$ cat src/hw/rtl/rgq_pkg.sv
`timescale 1ns / 1ps
// ----------------------------------------------------------------------------
// rgq_pkg
// Shared types and constants of the ratio graph query engine.
// ----------------------------------------------------------------------------
package rgq_pkg;

  localparam logic [31:0] Q_ONE = 32'h0001_0000;
  localparam logic [31:0] Q_MAX = 32'hFFFF_FFFF;

  localparam logic OP_ADD   = 1'b0;
  localparam logic OP_QUERY = 1'b1;

  localparam logic [1:0] ST_OK   = 2'd0;
  localparam logic [1:0] ST_FULL = 2'd1;
  localparam logic [1:0] ST_ZERO = 2'd2;
  localparam logic [1:0] ST_SAT  = 2'd3;

  typedef enum logic [2:0] {
    RS_NONE, RS_ZERO, RS_FULL, RS_ADD, RS_HIT, RS_OVF
  } res_sel_t;

  typedef enum logic [3:0] {
    S_IDLE, S_CHECK, S_REG_A, S_REG_B, S_ROOM, S_DIV, S_WR_AB, S_WR_BA,
    S_Q_INIT, S_POP, S_POP_TAKE, S_EDGE_RD, S_EDGE_WAIT, S_EVAL, S_DONE
  } state_t;

  typedef struct packed {
    logic     load;
    logic     reg_a;
    logic     reg_b;
    logic     div_start;
    logic     wr_ab;
    logic     wr_ba;
    logic     q_init;
    logic     pop;
    logic     pop_take;
    logic     edge_mul;
    logic     push;
    logic     idx_inc;
    logic     res_load;
    res_sel_t res_sel;
  } cmd_t;

  typedef struct packed {
    logic op;
    logic r_zero;
    logic known_ab;
    logic room;
    logic div_done;
    logic sp_zero;
    logic edge_end;
    logic hit;
    logic e_visited;
    logic stack_full;
  } sts_t;

endpackage

$ cat src/hw/rtl/rgq_ctrl.sv
`timescale 1ns / 1ps
// ----------------------------------------------------------------------------
// rgq_ctrl
// Sequencer for adds and depth-first queries, plus the output valid flag.
// ----------------------------------------------------------------------------
module rgq_ctrl
  import rgq_pkg::*;
(
  input  logic clk,
  input  logic rst,
  input  logic s_tvalid,
  output logic s_tready,
  output logic m_tvalid,
  input  logic m_tready,
  input  sts_t sts,
  output cmd_t cmd
);

  state_t   state, state_next;
  res_sel_t sel, sel_next;
  logic     out_valid, out_valid_next;

  always_ff @(posedge clk) begin
    if (rst) begin
      state     <= S_IDLE;
      sel       <= RS_NONE;
      out_valid <= 1'b0;
    end else begin
      state     <= state_next;
      sel       <= sel_next;
      out_valid <= out_valid_next;
    end
  end

  assign s_tready = (state == S_IDLE);
  assign m_tvalid = out_valid;

  always_comb begin
    state_next     = state;
    sel_next       = sel;
    out_valid_next = out_valid && !m_tready;
    cmd            = '0;
    cmd.res_sel    = sel;
    unique case (state)
      S_IDLE: begin
        if (s_tvalid) begin
          cmd.load   = 1'b1;
          state_next = S_CHECK;
        end
      end
      S_CHECK: begin
        if (sts.op == OP_ADD) begin
          if (sts.r_zero) begin
            sel_next   = RS_ZERO;
            state_next = S_DONE;
          end else begin
            state_next = S_REG_A;
          end
        end else if (sts.known_ab) begin
          state_next = S_Q_INIT;
        end else begin
          sel_next   = RS_NONE;
          state_next = S_DONE;
        end
      end
      S_REG_A: begin
        cmd.reg_a  = 1'b1;
        state_next = S_REG_B;
      end
      S_REG_B: begin
        cmd.reg_b  = 1'b1;
        state_next = S_ROOM;
      end
      S_ROOM: begin
        if (sts.room) begin
          cmd.div_start = 1'b1;
          state_next    = S_DIV;
        end else begin
          sel_next   = RS_FULL;
          state_next = S_DONE;
        end
      end
      S_DIV: begin
        if (sts.div_done) state_next = S_WR_AB;
      end
      S_WR_AB: begin
        cmd.wr_ab  = 1'b1;
        state_next = S_WR_BA;
      end
      S_WR_BA: begin
        cmd.wr_ba  = 1'b1;
        sel_next   = RS_ADD;
        state_next = S_DONE;
      end
      S_Q_INIT: begin
        cmd.q_init = 1'b1;
        state_next = S_POP;
      end
      S_POP: begin
        if (sts.sp_zero) begin
          sel_next   = RS_NONE;
          state_next = S_DONE;
        end else begin
          cmd.pop    = 1'b1;
          state_next = S_POP_TAKE;
        end
      end
      S_POP_TAKE: begin
        cmd.pop_take = 1'b1;
        state_next   = S_EDGE_RD;
      end
      S_EDGE_RD: begin
        state_next = sts.edge_end ? S_POP : S_EDGE_WAIT;
      end
      S_EDGE_WAIT: begin
        cmd.edge_mul = 1'b1;
        state_next   = S_EVAL;
      end
      S_EVAL: begin
        if (sts.hit) begin
          sel_next   = RS_HIT;
          state_next = S_DONE;
        end else if (!sts.e_visited && sts.stack_full) begin
          sel_next   = RS_OVF;
          state_next = S_DONE;
        end else begin
          cmd.push    = !sts.e_visited;
          cmd.idx_inc = 1'b1;
          state_next  = S_EDGE_RD;
        end
      end
      S_DONE: begin
        // hold until the output register is free
        if (!out_valid || m_tready) begin
          cmd.res_load   = 1'b1;
          out_valid_next = 1'b1;
          state_next     = S_IDLE;
        end
      end
      default: state_next = S_IDLE;
    endcase
  end

endmodule
$ cat config.mk
export PLATFORM = sky130hd
export DESIGN_NAME = rgq_ctrl
export DESIGN_NICKNAME = d
export VERILOG_FILES = /design/src/hw/rtl/rgq_pkg.sv /design/src/hw/rtl/rgq_ctrl.sv
export SDC_FILE = /design/constraint.sdc
export NUM_CORES = 1
export LEC_CHECK = 0
export BUFFER_PORTS_ARGS = -buffer_cell sky130_fd_sc_hd__buf_2
export CAP_MARGIN = 20
export CORE_MARGIN = 1.5
export CORE_UTILIZATION = 51
export DETAILED_ROUTE_END_ITERATION = 16
export GPL_ROUTABILITY_DRIVEN = 1
export GPL_TIMING_DRIVEN = 0
export MAX_ROUTING_LAYER = met4
export PLACE_DENSITY = 0.84
export SYNTH_ARGS = -nofsm -noshare
export SYNTH_HDL_FRONTEND = slang
export SYNTH_SLANG_ARGS = --single-unit
$ cat constraint.sdc
create_clock -name clk -period 4.25 [get_ports clk]
set_input_delay 0 -clock clk [delete_from_list [all_inputs] [get_ports clk]]
set_output_delay 0 -clock clk [all_outputs]
set_load 0.02 [all_outputs]
Word level (Yosys, flattened, before mapping) --
Index checks and enable logic that the tools add are counted.
Word-level totals: register bits after elaboration 8, input bits 14, output and inout port bits 18
Cells by class: equality and inequality tests 22, mux-type cells 40, reductions and logical operators 10
Operator list (number):
- $pmux W4 S15 | 1
- $mux W3 | 11
- $eq A4 B4 Y1 const B | 7
- $mux W4 | 7
- $mux W1 | 17
- $eq A4 B3 Y1 const B | 4
- $pmux W3 S5 | 1
- $ne A2 B2 Y1 const B | 5
- $ne A3 B3 Y1 const B | 3
- $eq A4 B2 Y1 const B | 2
- $mux W2 | 3
- $reduce_and A6 Y1 | 1
- $reduce_bool A5 Y1 | 1
- $eq A4 B1 Y1 const B | 1
- $logic_not A4 Y1 | 1
- $logic_not A1 Y1 | 3
- $reduce_and A3 Y1 | 1
- $logic_and A1 B1 Y1 | 2
- $logic_or A1 B1 Y1 | 1

Depth between registers and ports, before layout --
Gate-level depths: netlist of the first run.
depth after elaboration 5, mapped depth 6, mapped depth without buffers 4

Worst setup path before layout of the first run --
OpenSTA, ideal clock, no wires.
kind register to register, start point register state[3], end point register sel[2], setup time 133 ps, arrival 1491 ps, data required time 4117 ps, setup slack 2626 ps, cell stages (with the launch flop) 6, path buffers 1, period minus slack after synthesis 1624 ps, cell sequence dfxtp_1 -> buf_4 -> nand4b_1 -> nor3_2 -> or4_4 -> o22ai_2
On the way: word-level cells in the longest chain between the ends 3, elaborated cells between the ends (all ways) 13
Ends and longest elaborated chain:
- from (decl) | line rgq_ctrl.sv:19 | state_t state, state_next;
- from (signal assigned) | line rgq_ctrl.sv:29 | state <= state_next;
- $eq A4 B1 Y1 (tied with other cells) | line rgq_ctrl.sv:44 | unique case (state)
- $ne A3 B3 Y1 (no source line) (tied with other cells)
- $reduce_and A6 Y1 (no source line)
- to (signal assigned) | line rgq_ctrl.sv:30 | sel <= sel_next;
- to (decl) | line rgq_ctrl.sv:20 | res_sel_t sel, sel_next;
Several ways; a longest one is shown, not always the timed one. A chain may end at the register's enable or synchronous reset.

==> results.sh, run 1 <==
export IMPL_status="completed"
export IMPL_fp_dieW_microns=42.5
export IMPL_fin_ws_ns=2.52
export IMPL_synth_main_ff_cell="dfxtp_1"
export IMPL_clock_sinks=8
export IMPL_slew_headroom=0.712
export IMPL_nNetsFinal=152
export IMPL_startpoint_type="flop"
export IMPL_n_antenna_cell=0
export IMPL_core_area_sq_mm=0.00149
export IMPL_cts_root_buf="clkbuf_4"
export IMPL_syn_nets=116
export IMPL_layout_common_cells="buf_2 (32), nor2_1 (12), nand2b_1 (10)"
export IMPL_synth_area_sq_um=796
export IMPL_dieArea_sq_mm=0.00181
export IMPL_cts_clk_slew_worst_paths_ns=0.05
export IMPL_wirelength_microns=2040
export IMPL_num_rows=14
export IMPL_setup_viol=0
export IMPL_cp_arrival_ns=1.73
export IMPL_synthDistinctLibCells=45
export IMPL_critical_path_max_fanout=10
export IMPL_grt_start_max_net_pins=11
export IMPL_synth_area_leaders="dfxtp_1 (20%), nand2b_1 (7.9%), nor2_1 (5.7%)"
export IMPL_synth_top_area_cell="dfxtp_1"
export IMPL_vias_per_cell=5.85
export IMPL_rsz0062_at_grt="false"
export IMPL_cts_tree="built"
export IMPL_wl_per_cell_microns=13.4
export IMPL_clock_skew_final_ns=0.00114
export IMPL_ctsHoldBuffers=0
export IMPL_num_vias=889
export IMPL_port_buffers=31
export IMPL_post_cts_resized=0
export IMPL_slew_viol_final=0
export IMPL_cts_buffer_depth=2
export IMPL_synth_top_area_frac=0.201
export IMPL_remaining_drc_errors=0
export IMPL_grt_overflow_total=0
export IMPL_grt_pass1_vias=761
export IMPL_postSynthCellCount=102
export IMPL_hp_class="in -> reg"
export IMPL_antenna_found_initial=0
export IMPL_drv_cap=0
export IMPL_ant_nets=0
export IMPL_final_util=0.667
export IMPL_reg2reg_slack_ns=2.56
export IMPL_place_gp_congestion=0.914
export IMPL_grt_pass1_wl_microns=3430
export IMPL_ys_ff_latch=8
export IMPL_endpoint_kind="primary output"
export IMPL_num_fill_cells=139
export IMPL_drive_gt1_frac=0.368
export IMPL_cts_buffers=3
export IMPL_worstSetupPathType="reg -> out"
export IMPL_dp_slack_ns=2.59
export IMPL_initial_utilization=0.534
export IMPL_area_growth_syn_to_layout_pct=24.8
export IMPL_syn_avg_cell_area_sq_um=7.80
export IMPL_dp_hpwl_microns=1570
export IMPL_crit_required_ns=4.25
export IMPL_finalCritPeriodShare=0.406
export IMPL_fin_tns_setup_ns=0
export IMPL_grt_usage=0.258
export IMPL_leakagePower_nw=0.426
export IMPL_die_height_microns=42.5
export IMPL_period_needed_ns=1.73
export IMPL_ys_seq_area_frac=0.201
export IMPL_drtPass1Iterations=4
export IMPL_powerDensity_mw_per_mm2=607
export IMPL_layout_commonest_cell="buf_2"
export IMPL_ys_warn_count=0
export IMPL_drtIter0Drc=28
export IMPL_ir_drop_uv=264
export IMPL_htreeDepth=1
export IMPL_clk_latency_ns=0.25
export IMPL_async_flop_share=0
export IMPL_synth_edff_count=0
export IMPL_regArea_sq_um=160
export IMPL_worst_pin_slew_ns=0.432
export IMPL_timing_fmax_mhz=579
export IMPL_hold_viol=0
export IMPL_postCtsSetupRepairBufs=0
export IMPL_ios=32
export IMPL_multi_input_area_sq_um=567
[where the power goes]
part / leakage (nW) / switching (W) / internal [W]
clock: 0.0138 / 0.0000238 / 0.0000322
sequential: 0.0652 / 0.0000167 / 0.0000948
combinational: 0.347 / 0.000251 / 0.000185
total: 0.426 / 0.000292 / 0.000312
[Yosys cell counts, types with 2 or more instances]
cell type and number:
dfxtp_1 8, nor3_1 6, or3_1 2, nand3_1 3, nand2_1 3, o21ai_0 3, inv_1 2, nor2_1 12
o21a_1 2, nand4b_1 2, clkbuf_1 4, nand2b_1 10, nor4_1 2, buf_6 3, nor2b_1 5, a21oi_1 6
[worst max-delay path, cell delays in order (launching register included)]
cell and delay [ns]:
dfxtp_1 0.35, clkbuf_1 0.23, or4_1 0.55, inv_1 0.09, and2_1 0.11, buf_2 0.15
[per-stage QoR]
step	hold WS (ns)	std cells	cell area, sq um	total power, W
2_1_floorplan	0.0722	102	796	0.000448
3_3_place_gp	0.263	149	971	0.000542
3_5_place_dp	0.278	149	971	0.000543
4_1_cts	0.0591	152	993	0.000600
5_1_grt	0.0703	152	993	0.000652
6_report	0.0596	152	993	0.000603
[layout make-up]
type / instances / area share
Sequential cell: 8 / 0.161
Timing Repair Buffer: 31 / 0.156
Multi-Input combinational cell: 83 / 0.571
Clock buffer: 3 / 0.0227
Buffer: 9 / 0.0617
Inverter: 2 / 0.00756
Tap cell: 16 / 0.0202
[kinds of logic after synthesis]
group / Yosys count / share of synthesized area
buffers and inverters: 11 / 0.0865
AND/OR/NAND/NOR: 57 / 0.439
multiplexers: 1 / 0.0126
flip-flops: 8 / 0.201
XOR/XNOR: 1 / 0.0110
AO/OA/AOI/OAI: 24 / 0.250
[state kept, by name (all words and copies together) (netlist names)]
signal,count
m_tvalid,1
sel,3
state,4
[final timing paths]
path	to	from	depth (start not counted)
max	cmd[15]	state[0]$_SDFFE_PP0P_	5
min	sel[1]$_SDFFE_PP0P_	rst	3
max reg2reg	state[1]$_SDFFE_PP0P_	state[0]$_SDFFE_PP0P_	5
min reg2reg	sel[0]$_SDFFE_PP0P_	sel[0]$_SDFFE_PP0P_	2
[per-layer routing]
layer	track usage	vias to the layer above	wire length [microns]	part of all wire
li1	-	442	-	-
met1	0.349	407	911	0.45
met2	0.391	40	980	0.48
met3	0.0647	0	147	0.072
met4	0.0500	0	0	0
met5	-	-	0	0
No activity file was read; power rests on OpenSTA's default activity.
==> run 2: changes to the inputs <==
Settings changed: ABC_AREA from default to 1, CORE_UTILIZATION 51 to 46, PLACE_DENSITY 0.84 to 0.78.
Clock period 4.25 ns to 1.8 ns, I/O delays scaled along.
==> results.sh, run 2 <==
export IMPL_hold_viol=0
export IMPL_wl_met2_microns=789
export IMPL_cts_clk_slew_worst_paths_ns=0.05
export IMPL_fp_dieW_microns=42.8
export IMPL_grt_pass1_wl_microns=2970
export IMPL_wl_per_cell_microns=9.11
export IMPL_synth_edff_count=0
export IMPL_ant_nets=0
export IMPL_wirelength_microns=1710
export IMPL_drive_gt1_frac=0.267
export IMPL_ys_warn_count=0
export IMPL_layout_common_cells="nand2_1 (36), buf_2 (31), inv_1 (30)"
export IMPL_num_fill_cells=141
export IMPL_rsz0062_at_grt="false"
export IMPL_syn_nets=151
export IMPL_async_flop_share=0
export IMPL_port_buffers=31
export IMPL_clk_latency_ns=0.24
export IMPL_grt_pass1_vias=782
export IMPL_timing_fmax_mhz=688
export IMPL_critical_path_max_fanout=6
export IMPL_synth_area_leaders="dfxtp_1 (22%), nand2_1 (19%), inv_1 (15%)"
export IMPL_ys_ff_latch=8
export IMPL_synth_top_area_frac=0.220
export IMPL_setup_viol=0
export IMPL_synth_top_area_cell="dfxtp_1"
export IMPL_ys_seq_area_frac=0.220
export IMPL_dieArea_sq_mm=0.00183
export IMPL_syn_avg_cell_area_sq_um=5.31
export IMPL_num_rows=14
export IMPL_synthDistinctLibCells=19
export IMPL_cts_buffers=3
export IMPL_postSynthCellCount=137
export IMPL_slew_headroom=0.796
export IMPL_area_growth_syn_to_layout_pct=28.6
export IMPL_period_needed_ns=1.45
export IMPL_slew_viol_final=0
export IMPL_top_layer="met3"
export IMPL_die_height_microns=42.8
export IMPL_vias_per_cell=4.84
export IMPL_cts_tree="built"
export IMPL_clock_skew_final_ns=0.000305
export IMPL_final_util=0.628
export IMPL_finalCritPeriodShare=0.807
export IMPL_drv_cap=0
export IMPL_drtIter0Drc=19
export IMPL_clock_sinks=8
export IMPL_wl_met1_microns=827
export IMPL_layout_commonest_cell="nand2_1"
export IMPL_met3_length_microns=96
export IMPL_fin_area_sq_um=935
export IMPL_initial_utilization=0.488
export IMPL_worst_pin_slew_ns=0.305
export IMPL_ctsHoldBuffers=1
export IMPL_powerDensity_mw_per_mm2=1570
export IMPL_ir_drop_uv=937
export IMPL_largest_reg_flops=4
export IMPL_fin_tns_setup_ns=0
export IMPL_htreeDepth=1
export IMPL_n_antenna_cell=0
export IMPL_synth_main_ff_cell="dfxtp_1"
export IMPL_nNetsFinal=188
export IMPL_startpoint_type="flop"
export IMPL_ios=32
export IMPL_grt_overflow_total=0
export IMPL_antenna_found_initial=0
export IMPL_worstSetupPathType="reg -> out"
export IMPL_cts_root_buf="clkbuf_4"
export IMPL_synth_area_sq_um=727
export IMPL_core_area_sq_mm=0.00149
export IMPL_grt_start_max_net_pins=11
export IMPL_cp_arrival_ns=1.45
export IMPL_drtPass1Iterations=4
export IMPL_placed_cell_area_sq_um=902
export IMPL_remaining_drc_errors=0
export IMPL_hp_class="in -> reg"
export IMPL_crit_required_ns=1.80
export IMPL_yosysMostFrequentCell="nand2_1"
export IMPL_leakagePower_nw=0.612
export IMPL_place_gp_congestion=0.847
export IMPL_status="completed"
export IMPL_post_cts_resized=0
export IMPL_num_vias=910
export IMPL_dp_hpwl_microns=1400
export IMPL_cts_buffer_depth=2
export IMPL_grt_usage=0.212
export IMPL_regMostFlops="state"
export IMPL_postCtsSetupRepairBufs=0
export IMPL_endpoint_kind="primary output"
export IMPL_synth_top_cells_by_count="nand2_1 (36), inv_1 (30), nor2_1 (26)"
run 2: worst paths after layout:
path / start / to / slack (ns) / cells after the start
hold / removal: sts[5] / state[0]$_SDFFE_PP0P_ / 0.06 / 4
setup reg to reg: state[3]$_SDFFE_PP0P_ / sel[1]$_SDFFE_PP0P_ / 0.37 / 9
setup / recovery: state[1]$_SDFFE_PP0P_ / cmd[3] / 0.35 / 5
hold reg to reg: sel[0]$_SDFFE_PP0P_ / sel[0]$_SDFFE_PP0P_ / 0.51 / 4
run 2: kinds of logic after synthesis:
family          Yosys count  share of synthesized area
simple gates             86                      0.532
buf+inv                  31                      0.160
compound gates           12                     0.0878
flops                     8                      0.220
run 2: routing by layer:
metal  track usage  vias to the layer above
met2         0.358                       29
met3        0.0128                        0
li1              -                      486
met1         0.265                      395
met5             -                        -
met4        0.0750                        0
run 2: critical path, stage by stage, from the launching register on:
cell and delay [ns]:
dfxtp_1 0.47, inv_2 0.10, nor2_1 0.18, nand2_1 0.14, a21oi_1 0.13, buf_2 0.17
run 2: final cells by class:
type	count	area, sq um	share of cell area
clock buffer	3	22.5	0.0241
inverter	31	116	0.124
multi-input combinational	98	450	0.482
sequential	8	160	0.171
tap	16	20.0	0.0214
timing repair buffer	32	165	0.177
run 2: per-stage QoR:
| step | std cells | setup WS, ns | power (W) | hold slack (ns) |
|---|---|---|---|---|
| CTS | 188 | 0.334 | 0.00147 | 0.0534 |
| global route | 188 | 0.187 | 0.00163 | 0.0832 |
| floorplan | 137 | 0.506 | 0.00109 | 0.0691 |
| detailed placement | 184 | 0.377 | 0.00133 | 0.249 |
| global placement | 184 | 0.408 | 0.00132 | 0.247 |
| finish | 188 | 0.347 | 0.00147 | 0.0608 |
run 2: report_power, final:
part / internal (W) / total [W] / switching (W)
Sequential: 0.000257 / 0.000340 / 0.0000824
Clock: 0.0000759 / 0.000130 / 0.0000546
Combinational: 0.000326 / 0.000999 / 0.000672
Total: 0.000659 / 0.00147 / 0.000809
